`src/rtl/pkrt_pkg.sv`:
```
// Shared types and codes for the position keeping risk table.
// No dependencies; imported by every module of the block.
`timescale 1ns / 1ps

package pkrt_pkg;

  localparam logic [1:0] CMD_RISK  = 2'd0;
  localparam logic [1:0] CMD_FILL  = 2'd1;
  localparam logic [1:0] CMD_TICK  = 2'd2;
  localparam logic [1:0] CMD_SPARE = 2'd3;

  localparam logic CFG_MAX_POSITION    = 1'b0;
  localparam logic CFG_MAX_ORDER_VALUE = 1'b1;

  localparam logic [63:0] PNL_MAX = 64'h7FFF_FFFF_FFFF_FFFF;
  localparam logic [63:0] PNL_MIN = 64'h8000_0000_0000_0000;
  localparam logic [39:0] QTY_MAX = 40'h7F_FFFF_FFFF;
  localparam logic [39:0] QTY_MIN = 40'h80_0000_0000;

  typedef struct packed {
    logic [1:0]  command;
    logic [7:0]  symbol;
    logic        side;
    logic [31:0] price;
    logic [23:0] amount;
  } in_t;

  typedef struct packed {
    logic               risk_pass;
    logic               has_update;
    logic signed [39:0] position_qty;
    logic signed [63:0] open_pl;
    logic signed [63:0] closed_pl;
  } out_t;

  typedef struct packed {
    logic [39:0] qty;
    logic [31:0] avg;
    logic [31:0] mark;
    logic [63:0] rpnl;
    logic [63:0] upnl;
  } entry_t;

  typedef enum logic [4:0] {
    ST_CLEAR,
    ST_IDLE,
    ST_READ,
    ST_DECODE,
    ST_A_LO,
    ST_A_HI,
    ST_A_SUM,
    ST_A_NUM,
    ST_DIV_GO,
    ST_DIV_WAIT,
    ST_SELL,
    ST_SELL_ACC,
    ST_P_LO,
    ST_P_HI,
    ST_P_SUM,
    ST_P_SAT,
    ST_DONE
  } state_t;

endpackage

```
`src/rtl/pkrt_div.sv`:
```
// Radix-4 restoring divider for the average entry price; quotients of 2^32 or more are flagged by big.
// Depends on pkrt_pkg by import only.
`timescale 1ns / 1ps

module pkrt_div (
  input  logic        clk,
  input  logic        rst,
  input  logic        start,
  input  logic [72:0] num,
  input  logic [39:0] den,
  output logic        done,
  output logic        big,
  output logic [31:0] quo
);
  import pkrt_pkg::*;

  localparam logic [3:0] LAST_STEP = 4'd15;

  logic        busy;
  logic [3:0]  cnt;
  logic [39:0] rem;
  logic [31:0] dvd;
  logic [39:0] den_r;
  logic [40:0] t1, t2, hi;
  logic        ge1, ge2;
  logic [39:0] r1, r2;

  always_comb begin
    hi  = num[72:32];
    t1  = {rem, dvd[31]};
    ge1 = t1 >= {1'b0, den_r};
    r1  = ge1 ? 40'(t1 - {1'b0, den_r}) : t1[39:0];
    t2  = {r1, dvd[30]};
    ge2 = t2 >= {1'b0, den_r};
    r2  = ge2 ? 40'(t2 - {1'b0, den_r}) : t2[39:0];
  end

  always_ff @(posedge clk) begin
    if (rst) begin
      busy <= 1'b0;
      done <= 1'b0;
      cnt  <= '0;
    end else begin
      done <= 1'b0;
      if (start) begin
        den_r <= den;
        dvd   <= num[31:0];
        rem   <= hi[39:0];
        cnt   <= '0;
        // quotient of 2^32 or more: flagged as big and done right away
        if (hi >= {1'b0, den}) begin
          big  <= 1'b1;
          done <= 1'b1;
        end else begin
          big  <= 1'b0;
          busy <= 1'b1;
        end
      end else if (busy) begin
        rem <= r2;
        dvd <= {dvd[29:0], ge1, ge2};
        cnt <= cnt + 4'd1;
        if (cnt == LAST_STEP) begin
          busy <= 1'b0;
          done <= 1'b1;
        end
      end
    end
  end

  assign quo = dvd;

endmodule

```
`config.mk`:
```
export PLATFORM = sky130hd
export DESIGN_NAME = pkrt_div
export DESIGN_NICKNAME = d
export VERILOG_FILES = /design/src/rtl/pkrt_pkg.sv /design/src/rtl/pkrt_div.sv
export SDC_FILE = /design/constraint.sdc
export NUM_CORES = 1
export LEC_CHECK = 0
export BUFFER_PORTS_ARGS = -buffer_cell sky130_fd_sc_hd__buf_2
export CAP_MARGIN = 20
export CORE_MARGIN = 4
export CORE_UTILIZATION = 50
export DETAILED_ROUTE_END_ITERATION = 8
export PLACE_DENSITY = 0.71
export SETUP_SLACK_MARGIN = 0.1
export SLEW_MARGIN = 40
export SYNTH_ARGS = -nofsm -noshare
export SYNTH_HDL_FRONTEND = slang
export SYNTH_SLANG_ARGS = --single-unit
```
`constraint.sdc`:
```
create_clock -name clk -period 7.2 [get_ports clk]
set_input_delay 0.36 -clock clk [delete_from_list [all_inputs] [get_ports clk]]
set_output_delay 0.36 -clock clk [all_outputs]
set_load 0.03 [all_outputs]
```
==> results_dict.tcl <==
set metrics [dict create \
    synth_nets 1421 \
    synth.distinct_cells 65 \
    antenna_found_initial 0 \
    fmax_ghz 0.157 \
    crit_family "compound AO/OA/AOI/OAI gates" \
    setup_viol 0 \
    drt-initial-drc-count 866 \
    cp_num_buf_inv 2 \
    hold_class "in -> reg" \
    netlist_instances 1182 \
    r2r_slack_ns 0.82 \
    postCtsSetupBuffers 0 \
    ys.flop_type "edfxtp_1" \
    tns_ns 0 \
    grt_max_degree 73 \
    ys_seq_area_share_pct 32.5 \
    period_minus_slack_ns 6.38 \
    dr.pass1.iters 6 \
    timing.rr.start "den_r[1]$_DFFE_PP_" \
    arrival_ns 6.56 \
    first_global_vias 9580 \
    area_growth_pct 14.6 \
    final_common_cell "buf_2" \
    globalRouteTotalUtil_pct 26.3 \
    crit_path_end "rem[38]$_DFFE_PP_" \
    worst_slew_pin_slew_ns 0.891 \
    critPathLaunchType "flop" \
    cts-root-buf "clkbuf_16" \
    cts_tree "done" \
    fin_ws_ns 0.820 \
    finalClockSkew_ns 0.0129 \
    worstSetupPathDepth 22 \
    path_clk_slew_ns 0.07 \
    rows 53 \
    yosys_warnings 0 \
    avgSynthCellArea_um2 9.16 \
    io_pins 150 \
    endpoint_kind "flop" \
    worstPathCellList "inv_1 > ha_1 > nor2b_1 > o31a_1 > o21ai_1 > a21o_1 > a21oi_4 > a21oi_2 > and2_1 > buf_4 > o21ai_0 > ha_1 > nor2b_1 > o2111ai_1 > a31oi_1 > o21a_1 > a311oi_1 > nor3_1 > nor4_2 > o211ai_4 > and2_1 > a221o_1" \
    peakVddDrop_uv 212 \
    grt_overflow 0 \
    final_cell_mix "buf_2 (149), ha_1 (121), edfxtp_1 (113)" \
    cts-htree-levels 4 \
    core_um2 21200 \
    synth-edff-count 113 \
    pre_cts_ws_ns 0.970 \
    r2r_end "rem[38]$_DFFE_PP_" \
    critical_path_class "reg -> reg" \
    die_area_um2 24100 \
    grt_pass1_wl_um 50200 \
    start_util_pct 51.2 \
    place_hpwl_um 24700 \
    postCtsHoldBufs 0 \
    status "finished, final reports clean" \
    clock_latency_ns 0.44 \
    vias 9813 \
    async_reset_ff_share_pct 0 \
    powerDensity_nw_per_um2 401 \
    nets 1557 \
    wirelength_um 32100 \
    diodes 0 \
    vias_per_cell 6.11 \
    cap_violations 0 \
    finalCritPeriodShare_pct 88.6 \
    cts_resized 0 \
    drive_above_1_share_pct 19.0 \
    rsz0062_at_grt "no" \
    required_ns 7.38 \
    startpoint "den_r[1]$_DFFE_PP_" \
    critPathMaxStageDelay_ns 0.37 \
    fill_cells 1903 \
    gp_congestion 0.949 \
    dieWidth_um 155 \
    cp_max_fo 27 \
    wl_per_cell_um 20.0 \
    report.final.slew_viol_count 0 \
    drc_errors 0 \
    ant_nets 0 \
    numCtsBuffers 17 \
    ys_ff_latch 119 \
    io_buffer_count 149 \
    clockBufferDepth 2 \
    p_leak_nw 5.55 \
    slew_headroom_pct 39.9 \
    die_h_um 155 \
    cts_sinks 119 \
    slowest_stage "a311oi_1" \
    r2r_cells 22 \
    hold_viol 0 \
    synth_area_um2 10800 \
]
-- how the worst min path moves through the flow --
stage                        startpoint  cells after the start                   to  slack (ns)
finish                           den[3]                      1   den_r[3]$_DFFE_PP_        0.11
global route                     den[3]                      1   den_r[3]$_DFFE_PP_        0.10
CTS                              den[3]                      1   den_r[3]$_DFFE_PP_        0.10
detailed placement  cnt[0]$_SDFFE_PP0P_                      2  cnt[0]$_SDFFE_PP0P_        0.54
global placement    cnt[1]$_SDFFE_PP0P_                      2  cnt[1]$_SDFFE_PP0P_        0.53
floorplan                        den[0]                      0   den_r[0]$_DFFE_PP_        0.46
-- worst register-to-register path, stage by stage, from the launching register on --
cell,delay (ns)
edfxtp_1,0.36
inv_1,0.19
ha_1,0.29
nor2b_1,0.15
o31a_1,0.32
o21ai_1,0.33
a21o_1,0.24
a21oi_4,0.10
a21oi_2,0.36
and2_1,0.18
buf_4,0.32
o21ai_0,0.24
ha_1,0.33
nor2b_1,0.15
o2111ai_1,0.23
a31oi_1,0.20
o21a_1,0.25
a311oi_1,0.37
nor3_1,0.11
nor4_2,0.36
o211ai_4,0.33
and2_1,0.35
a221o_1,0.36
-- synth_stat cells, types with 6 or more instances --
cell,instances,area (um2)
mux2_2,43,484
and3_1,11,68.8
clkbuf_1,28,105
o211ai_1,10,75.1
a21o_1,45,338
inv_1,102,383
dfxtp_1,6,120
nand2_1,66,248
o21a_1,11,82.6
o21ai_0,74,370
buf_2,6,30.0
nor3_1,16,80.1
nand3_1,49,245
o21bai_1,11,82.6
a31oi_1,14,87.6
edfxtp_1,113,3390
nor4_1,7,43.8
xor2_1,33,289
o21ai_1,6,30.0
a211oi_1,10,75.1
mux2i_1,35,350
and2_1,8,50.1
nand4_1,28,175
a21oi_1,112,561
nor2b_1,10,62.6
ha_1,121,1510
a221o_1,7,70.1
xnor2_1,44,385
nor2_1,79,297
-- per-layer routing --
metal	wire length, um	track usage [%]	part of all wire, %	up-vias
met2	14700	42.6	46	446
met5	0	0	0	-
met1	13800	35.3	43	4628
met3	2590	5.15	8.1	65
met4	1020	9.42	3.2	0
li1	-	-	-	4674
-- power breakdown --
part | switching, mW | internal, mW | total (mW) | leakage (nW)
registers | 0.0489 | 0.901 | 0.950 | 1.11
clock network | 0.383 | 0.489 | 0.872 | 0.275
logic | 1.85 | 1.30 | 3.15 | 4.16
-- cells by family after synthesis --
family / share of synthesized area [%]
XOR/XNOR: 6.23
AND/OR/NAND/NOR: 13.5
adder cells (fa/ha/maj): 14.4
flip-flops: 32.5
multiplexers: 7.71
buffers and inverters: 5.35
AO/OA/AOI/OAI: 20.4
-- cell type report --
class                           instances  area, um2  share of cell area, %
Clock buffer                           17        425                   3.43
Clock inverter                         15        160                   1.29
Inverter                              102        383                   3.09
Multi-Input combinational cell        919       6740                   54.4
Sequential cell                       119       3510                   28.3
Tap cell                              275        344                   2.77
Timing Repair Buffer                  159        837                   6.75
-- sequential cells by signal (all words and copies together), names as in the netlist --
signal	count
rem	40
done	1
den_r	40
big	1
quo	32
cnt	4
busy	1
-- through the flow --
stage	cells	total power [mW]	hold WS (ns)	utilization (%)	cell area, um2
5_1_grt	1606	5.30	0.102	58.7	12400
3_3_place_gp	1574	4.00	0.527	55.9	11800
4_1_cts	1606	4.92	0.101	58.7	12400
6_report	1606	4.97	0.112	58.7	12400
3_5_place_dp	1574	4.02	0.544	55.9	11800
2_1_floorplan	1182	3.35	0.459	-	10800
Power figures use the tool's default switching activity.
