File: src/rtl/pkrt_pkg.sv
// Shared types and codes for the position keeping risk table.
// No dependencies; imported by every module of the block.
`timescale 1ns / 1ps

package pkrt_pkg;

  localparam logic [1:0] CMD_RISK  = 2'd0;
  localparam logic [1:0] CMD_FILL  = 2'd1;
  localparam logic [1:0] CMD_TICK  = 2'd2;
  localparam logic [1:0] CMD_SPARE = 2'd3;

  localparam logic CFG_MAX_POSITION    = 1'b0;
  localparam logic CFG_MAX_ORDER_VALUE = 1'b1;

  localparam logic [63:0] PNL_MAX = 64'h7FFF_FFFF_FFFF_FFFF;
  localparam logic [63:0] PNL_MIN = 64'h8000_0000_0000_0000;
  localparam logic [39:0] QTY_MAX = 40'h7F_FFFF_FFFF;
  localparam logic [39:0] QTY_MIN = 40'h80_0000_0000;

  typedef struct packed {
    logic [1:0]  command;
    logic [7:0]  symbol;
    logic        side;
    logic [31:0] price;
    logic [23:0] amount;
  } in_t;

  typedef struct packed {
    logic               risk_pass;
    logic               has_update;
    logic signed [39:0] position_qty;
    logic signed [63:0] open_pl;
    logic signed [63:0] closed_pl;
  } out_t;

  typedef struct packed {
    logic [39:0] qty;
    logic [31:0] avg;
    logic [31:0] mark;
    logic [63:0] rpnl;
    logic [63:0] upnl;
  } entry_t;

  typedef enum logic [4:0] {
    ST_CLEAR,
    ST_IDLE,
    ST_READ,
    ST_DECODE,
    ST_A_LO,
    ST_A_HI,
    ST_A_SUM,
    ST_A_NUM,
    ST_DIV_GO,
    ST_DIV_WAIT,
    ST_SELL,
    ST_SELL_ACC,
    ST_P_LO,
    ST_P_HI,
    ST_P_SUM,
    ST_P_SAT,
    ST_DONE
  } state_t;

endpackage

File: src/rtl/pkrt_mul.sv
// Shared 32x24 multiplier with registered product.
// Depends on pkrt_pkg only by convention; no types used.
`timescale 1ns / 1ps

module pkrt_mul (
  input  logic        clk,
  input  logic [31:0] a,
  input  logic [23:0] b,
  output logic [55:0] p
);
  import pkrt_pkg::*;

  always_ff @(posedge clk) begin
    p <= 56'(a) * 56'(b);
  end

endmodule

File: config.mk
export PLATFORM = sky130hd
export DESIGN_NAME = pkrt_mul
export DESIGN_NICKNAME = d
export VERILOG_FILES = /design/src/rtl/pkrt_pkg.sv /design/src/rtl/pkrt_mul.sv
export SDC_FILE = /design/constraint.sdc
export NUM_CORES = 2
export LEC_CHECK = 0
export ABC_AREA = 1
export BUFFER_PORTS_ARGS = -buffer_cell sky130_fd_sc_hd__buf_2
export CORE_UTILIZATION = 55
export DETAILED_ROUTE_END_ITERATION = 6
export GPL_TIMING_DRIVEN = 0
export PLACE_DENSITY_LB_ADDON = 0.05
export SETUP_SLACK_MARGIN = 0.3
export SLEW_MARGIN = 20
export SYNTH_ARGS = -nofsm -noshare
export SYNTH_HDL_FRONTEND = slang
export SYNTH_SLANG_ARGS = --single-unit
File: constraint.sdc
create_clock -name clk -period 15.5 [get_ports clk]
set_input_delay 2.325 -clock clk [delete_from_list [all_inputs] [get_ports clk]]
set_output_delay 2.325 -clock clk [all_outputs]
set_load 0.02 [all_outputs]
==> run_summary.xml <==
<?xml version="1.0" encoding="UTF-8"?>
<metrics>
  <group name="worst_hold_path">
    <metric name="worst_hold_path.endpoint" unit="">p[0]$_DFF_P_</metric>
    <metric name="min_from" unit="">a[0]</metric>
    <metric name="hold_path_class" unit="">input pin to flip-flop</metric>
    <metric name="worst_hold_path.num_cells" unit="">3</metric>
  </group>
  <group name="finish">
    <metric name="syn2layout_area_growth" unit="%">5.58</metric>
    <metric name="sequential_cell_area" unit="sq um">1120</metric>
    <metric name="nets" unit="">4779</metric>
    <metric name="layoutNonFillerInstCount" unit="">4555</metric>
    <metric name="ratio_of_cells_with_drive_above_1_in_the_final_layout" unit="%">4.43</metric>
    <metric name="multiInputGateArea" unit="sq um">21400</metric>
    <metric name="largestRegisters" unit="">p x56</metric>
    <metric name="insertedDiodeCount" unit="">0</metric>
    <metric name="regMostFlops" unit="">p</metric>
    <metric name="fillCellCount" unit="">5005</metric>
    <metric name="largest_register_ff_count" unit="">56</metric>
  </group>
  <group name="sta">
    <metric name="relSlewSlack" unit="%">14.6</metric>
    <metric name="maxClockFrequency" unit="MHz">112</metric>
    <metric name="timing_hold_violations_final" unit="">0</metric>
    <metric name="fin_tns_setup" unit="ps">0</metric>
    <metric name="worst-slew-pin-transition" unit="ps">1280</metric>
    <metric name="timing.final.crit_share" unit="%">57.6</metric>
    <metric name="shortest_period_the_worst_path_allows" unit="ps">8930</metric>
    <metric name="final_setup_margin" unit="ps">6570</metric>
    <metric name="unrepaired_setup_endpoints_after_global_routing" unit="">no</metric>
    <metric name="report.final.slew_viol_count" unit="">0</metric>
    <metric name="final-setup-viol-count" unit="">0</metric>
  </group>
  <group name="placement">
    <metric name="gp_routability_congestion" unit="">1.00</metric>
    <metric name="placement.io_buffers" unit="">112</metric>
    <metric name="dp_slack" unit="ps">6220</metric>
    <metric name="placed_wire_length_estimate_after_detailed_placement" unit="um">80800</metric>
    <metric name="dpl.cell_count" unit="">4547</metric>
  </group>
  <group name="yosys">
    <metric name="yosys_register_bits" unit="">56</metric>
    <metric name="syn_nets" unit="">4660</metric>
    <metric name="ys_seq_area_share" unit="%">4.01</metric>
    <metric name="synth_top_area_cell" unit="">sky130_fd_sc_hd__fa_1</metric>
    <metric name="syn_area" unit="sq um">27900</metric>
    <metric name="synth_top_area_share" unit="%">47.2</metric>
    <metric name="synthCells" unit="">3763</metric>
    <metric name="syn_area_cell" unit="sq um">7.42</metric>
    <metric name="ys.flop_type" unit="">sky130_fd_sc_hd__dfxtp_1</metric>
    <metric name="ys.warnings.count" unit="">0</metric>
    <metric name="ys_async_sr_fraction" unit="%">0</metric>
    <metric name="yosys.cell_types.count" unit="">34</metric>
    <metric name="synth_enable_flop_cells" unit="">0</metric>
    <metric name="synth.top_cells.by_area" unit="">sky130_fd_sc_hd__fa_1 (47%), sky130_fd_sc_hd__inv_1 (17%), sky130_fd_sc_hd__nand2_1 (15%)</metric>
  </group>
  <group name="worst_setup_path">
    <metric name="worst_ep_required_time" unit="ps">15700</metric>
    <metric name="setup.worst_path.end_class" unit="">flip-flop</metric>
    <metric name="setup.worst_path.start_class" unit="">input pin</metric>
    <metric name="path_class" unit="">input pin to flip-flop</metric>
    <metric name="timing.critical_path.arrival" unit="ps">9130</metric>
    <metric name="critPathMaxFanout" unit="">10</metric>
  </group>
  <group name="route">
    <metric name="postRouteAntennaNets" unit="">0</metric>
    <metric name="drt_iter0_drc" unit="">2108</metric>
    <metric name="route.final.wire_length" unit="um">93800</metric>
    <metric name="drc_viols" unit="">0</metric>
    <metric name="avgViaCountPerCell" unit="">5.08</metric>
    <metric name="route.vias.total" unit="">23100</metric>
    <metric name="post_drt_wl_per_cell" unit="um">20.6</metric>
    <metric name="firstDrtPassIters" unit="">6</metric>
  </group>
  <group name="floorplanning">
    <metric name="number_of_i_o_pins" unit="">113</metric>
    <metric name="core_footprint" unit="sq um">50200</metric>
    <metric name="fp.dieW" unit="um">227</metric>
    <metric name="initial_utilization" unit="%">55.7</metric>
    <metric name="die_h" unit="um">227</metric>
    <metric name="fp.dieArea" unit="sq um">51700</metric>
    <metric name="num_rows" unit="">82</metric>
  </group>
  <group name="global_routing">
    <metric name="grt_max_degree" unit="">18</metric>
    <metric name="grt.total_usage" unit="%">38.3</metric>
    <metric name="vias_in_the_first_global_route" unit="">23000</metric>
    <metric name="number_of_antenna_violations_at_the_first_check_in_global_routing" unit="">2</metric>
    <metric name="overflow" unit="">0</metric>
    <metric name="global_route_wire_length_before_repair" unit="um">142000</metric>
  </group>
  <group name="flow_run">
    <metric name="maxCapViolCount" unit="">0</metric>
  </group>
  <group name="clock_network">
    <metric name="cts_hold_buf" unit="">0</metric>
    <metric name="max-clock-path-buffers" unit="">2</metric>
    <metric name="worst_setup_hold_path_clk_slew" unit="ps">80</metric>
    <metric name="root_buffer" unit="">sky130_fd_sc_hd__clkbuf_16</metric>
    <metric name="cts.sink_count" unit="">56</metric>
    <metric name="htree_num_levels" unit="">2</metric>
    <metric name="tritoncts_clock_tree" unit="">done</metric>
    <metric name="cts-buffers-inserted" unit="">5</metric>
    <metric name="count_of_cells_resized_by_post_cts_repair" unit="">0</metric>
    <metric name="post-cts-setup-buffers" unit="">0</metric>
  </group>
  <group name="run_status">
    <metric name="status" unit="">complete, no violations</metric>
  </group>
</metrics>
## through the flow
step	hold WS, ps	cell area (sq um)	utilization, %
after floorplan	2420	27900	-
after global placement	2590	29300	58.5
after detailed placement	2600	29300	58.5
after CTS	2280	29500	58.8
after global routing	2290	29500	58.8
final	2280	29500	58.8
## worst max-delay path by stage
stage | startpoint | endpoint | slack (ps) | depth (start not counted)
global route | a[15] | p[31]$_DFF_P_ | 6360 | 27
finish | b[16] | p[31]$_DFF_P_ | 6570 | 22
detailed placement | b[10] | p[46]$_DFF_P_ | 6220 | 23
floorplan | b[3] | p[36]$_DFF_P_ | 7870 | 24
global placement | b[10] | p[46]$_DFF_P_ | 6200 | 23
CTS | b[10] | p[46]$_DFF_P_ | 6510 | 23
## area by class of cell
type                            count  share of cell area (%)
Timing Repair Buffer              112                    1.90
Sequential cell                    56                    3.80
Buffer                            136                    1.74
Inverter                         1295                    16.5
Tap cell                          672                    2.85
Multi-Input combinational cell   2276                    72.7
Clock buffer                        6                   0.471
Clock inverter                      2                  0.0509
## per-layer routing
layer  wire, um  part of all wire (%)  track usage, %  up-vias
li1           -                     -               -    10500
met2      40400                    43            57.7     1152
met1      38700                    41            53.6    11300
met5         21                 0.022               0        -
met3      10600                    11            9.81      211
met4       3990                   4.3            13.2        4
## cells in the mapped netlist, types with 8 or more instances
cell type,number
sky130_fd_sc_hd__a21oi_1,41
sky130_fd_sc_hd__clkbuf_1,136
sky130_fd_sc_hd__dfxtp_1,56
sky130_fd_sc_hd__fa_1,658
sky130_fd_sc_hd__ha_1,182
sky130_fd_sc_hd__inv_1,1291
sky130_fd_sc_hd__nand2_1,1152
sky130_fd_sc_hd__nand2_2,15
sky130_fd_sc_hd__nand3_1,53
sky130_fd_sc_hd__nand4_1,12
sky130_fd_sc_hd__nor2_1,60
sky130_fd_sc_hd__nor2_2,15
sky130_fd_sc_hd__nor3_1,8
sky130_fd_sc_hd__xor2_1,30
## worst max-delay path, stage by stage
cell and delay, ps:
sky130_fd_sc_hd__buf_2 310, sky130_fd_sc_hd__clkbuf_1 920, sky130_fd_sc_hd__nand2_1 180, sky130_fd_sc_hd__fa_1 570, sky130_fd_sc_hd__inv_1 60, sky130_fd_sc_hd__fa_1 480
sky130_fd_sc_hd__fa_1 650, sky130_fd_sc_hd__fa_1 500, sky130_fd_sc_hd__fa_1 500, sky130_fd_sc_hd__fa_1 510, sky130_fd_sc_hd__inv_1 50, sky130_fd_sc_hd__fa_1 470
sky130_fd_sc_hd__inv_1 40, sky130_fd_sc_hd__ha_1 380, sky130_fd_sc_hd__nand2_1 120, sky130_fd_sc_hd__nor2_1 210, sky130_fd_sc_hd__and2_2 250, sky130_fd_sc_hd__nand2_1 70
sky130_fd_sc_hd__nand2_1 70, sky130_fd_sc_hd__inv_1 40, sky130_fd_sc_hd__nand2_1 120, sky130_fd_sc_hd__xor2_1 280
## placed cells by master, fill, tap and decap left out, types with 12 or more instances in the layout
master                     Yosys  routed
sky130_fd_sc_hd__dfxtp_1      56      56
sky130_fd_sc_hd__nand3_1      53      53
sky130_fd_sc_hd__xor2_1       30      30
sky130_fd_sc_hd__nand2_1    1152    1152
sky130_fd_sc_hd__clkbuf_1    136     134
sky130_fd_sc_hd__fa_1        658     658
sky130_fd_sc_hd__nand2_2      15      15
sky130_fd_sc_hd__inv_1      1291    1291
sky130_fd_sc_hd__nor2_1       60      60
sky130_fd_sc_hd__ha_1        182     182
sky130_fd_sc_hd__buf_2         0     112
sky130_fd_sc_hd__a21oi_1      41      41
sky130_fd_sc_hd__nor2_2       15      15
sky130_fd_sc_hd__nand4_1      12      12
## kinds of logic (layout without fill, tap and decap cells)
group	Yosys count	count (layout)	share of synthesized area (%)
and+or+nand+nor	1343	1343	19.2
xor gates and xnor gates	35	35	1.10
adders and majority gates	840	840	55.3
buffers and inverters	1431	1551	19.2
AOI/OAI and AO/OA	58	58	1.14
DFF	56	56	4.01
Power is not shown: default switching activity piles up to over one toggle a cycle in this logic, so the estimate is an artifact.
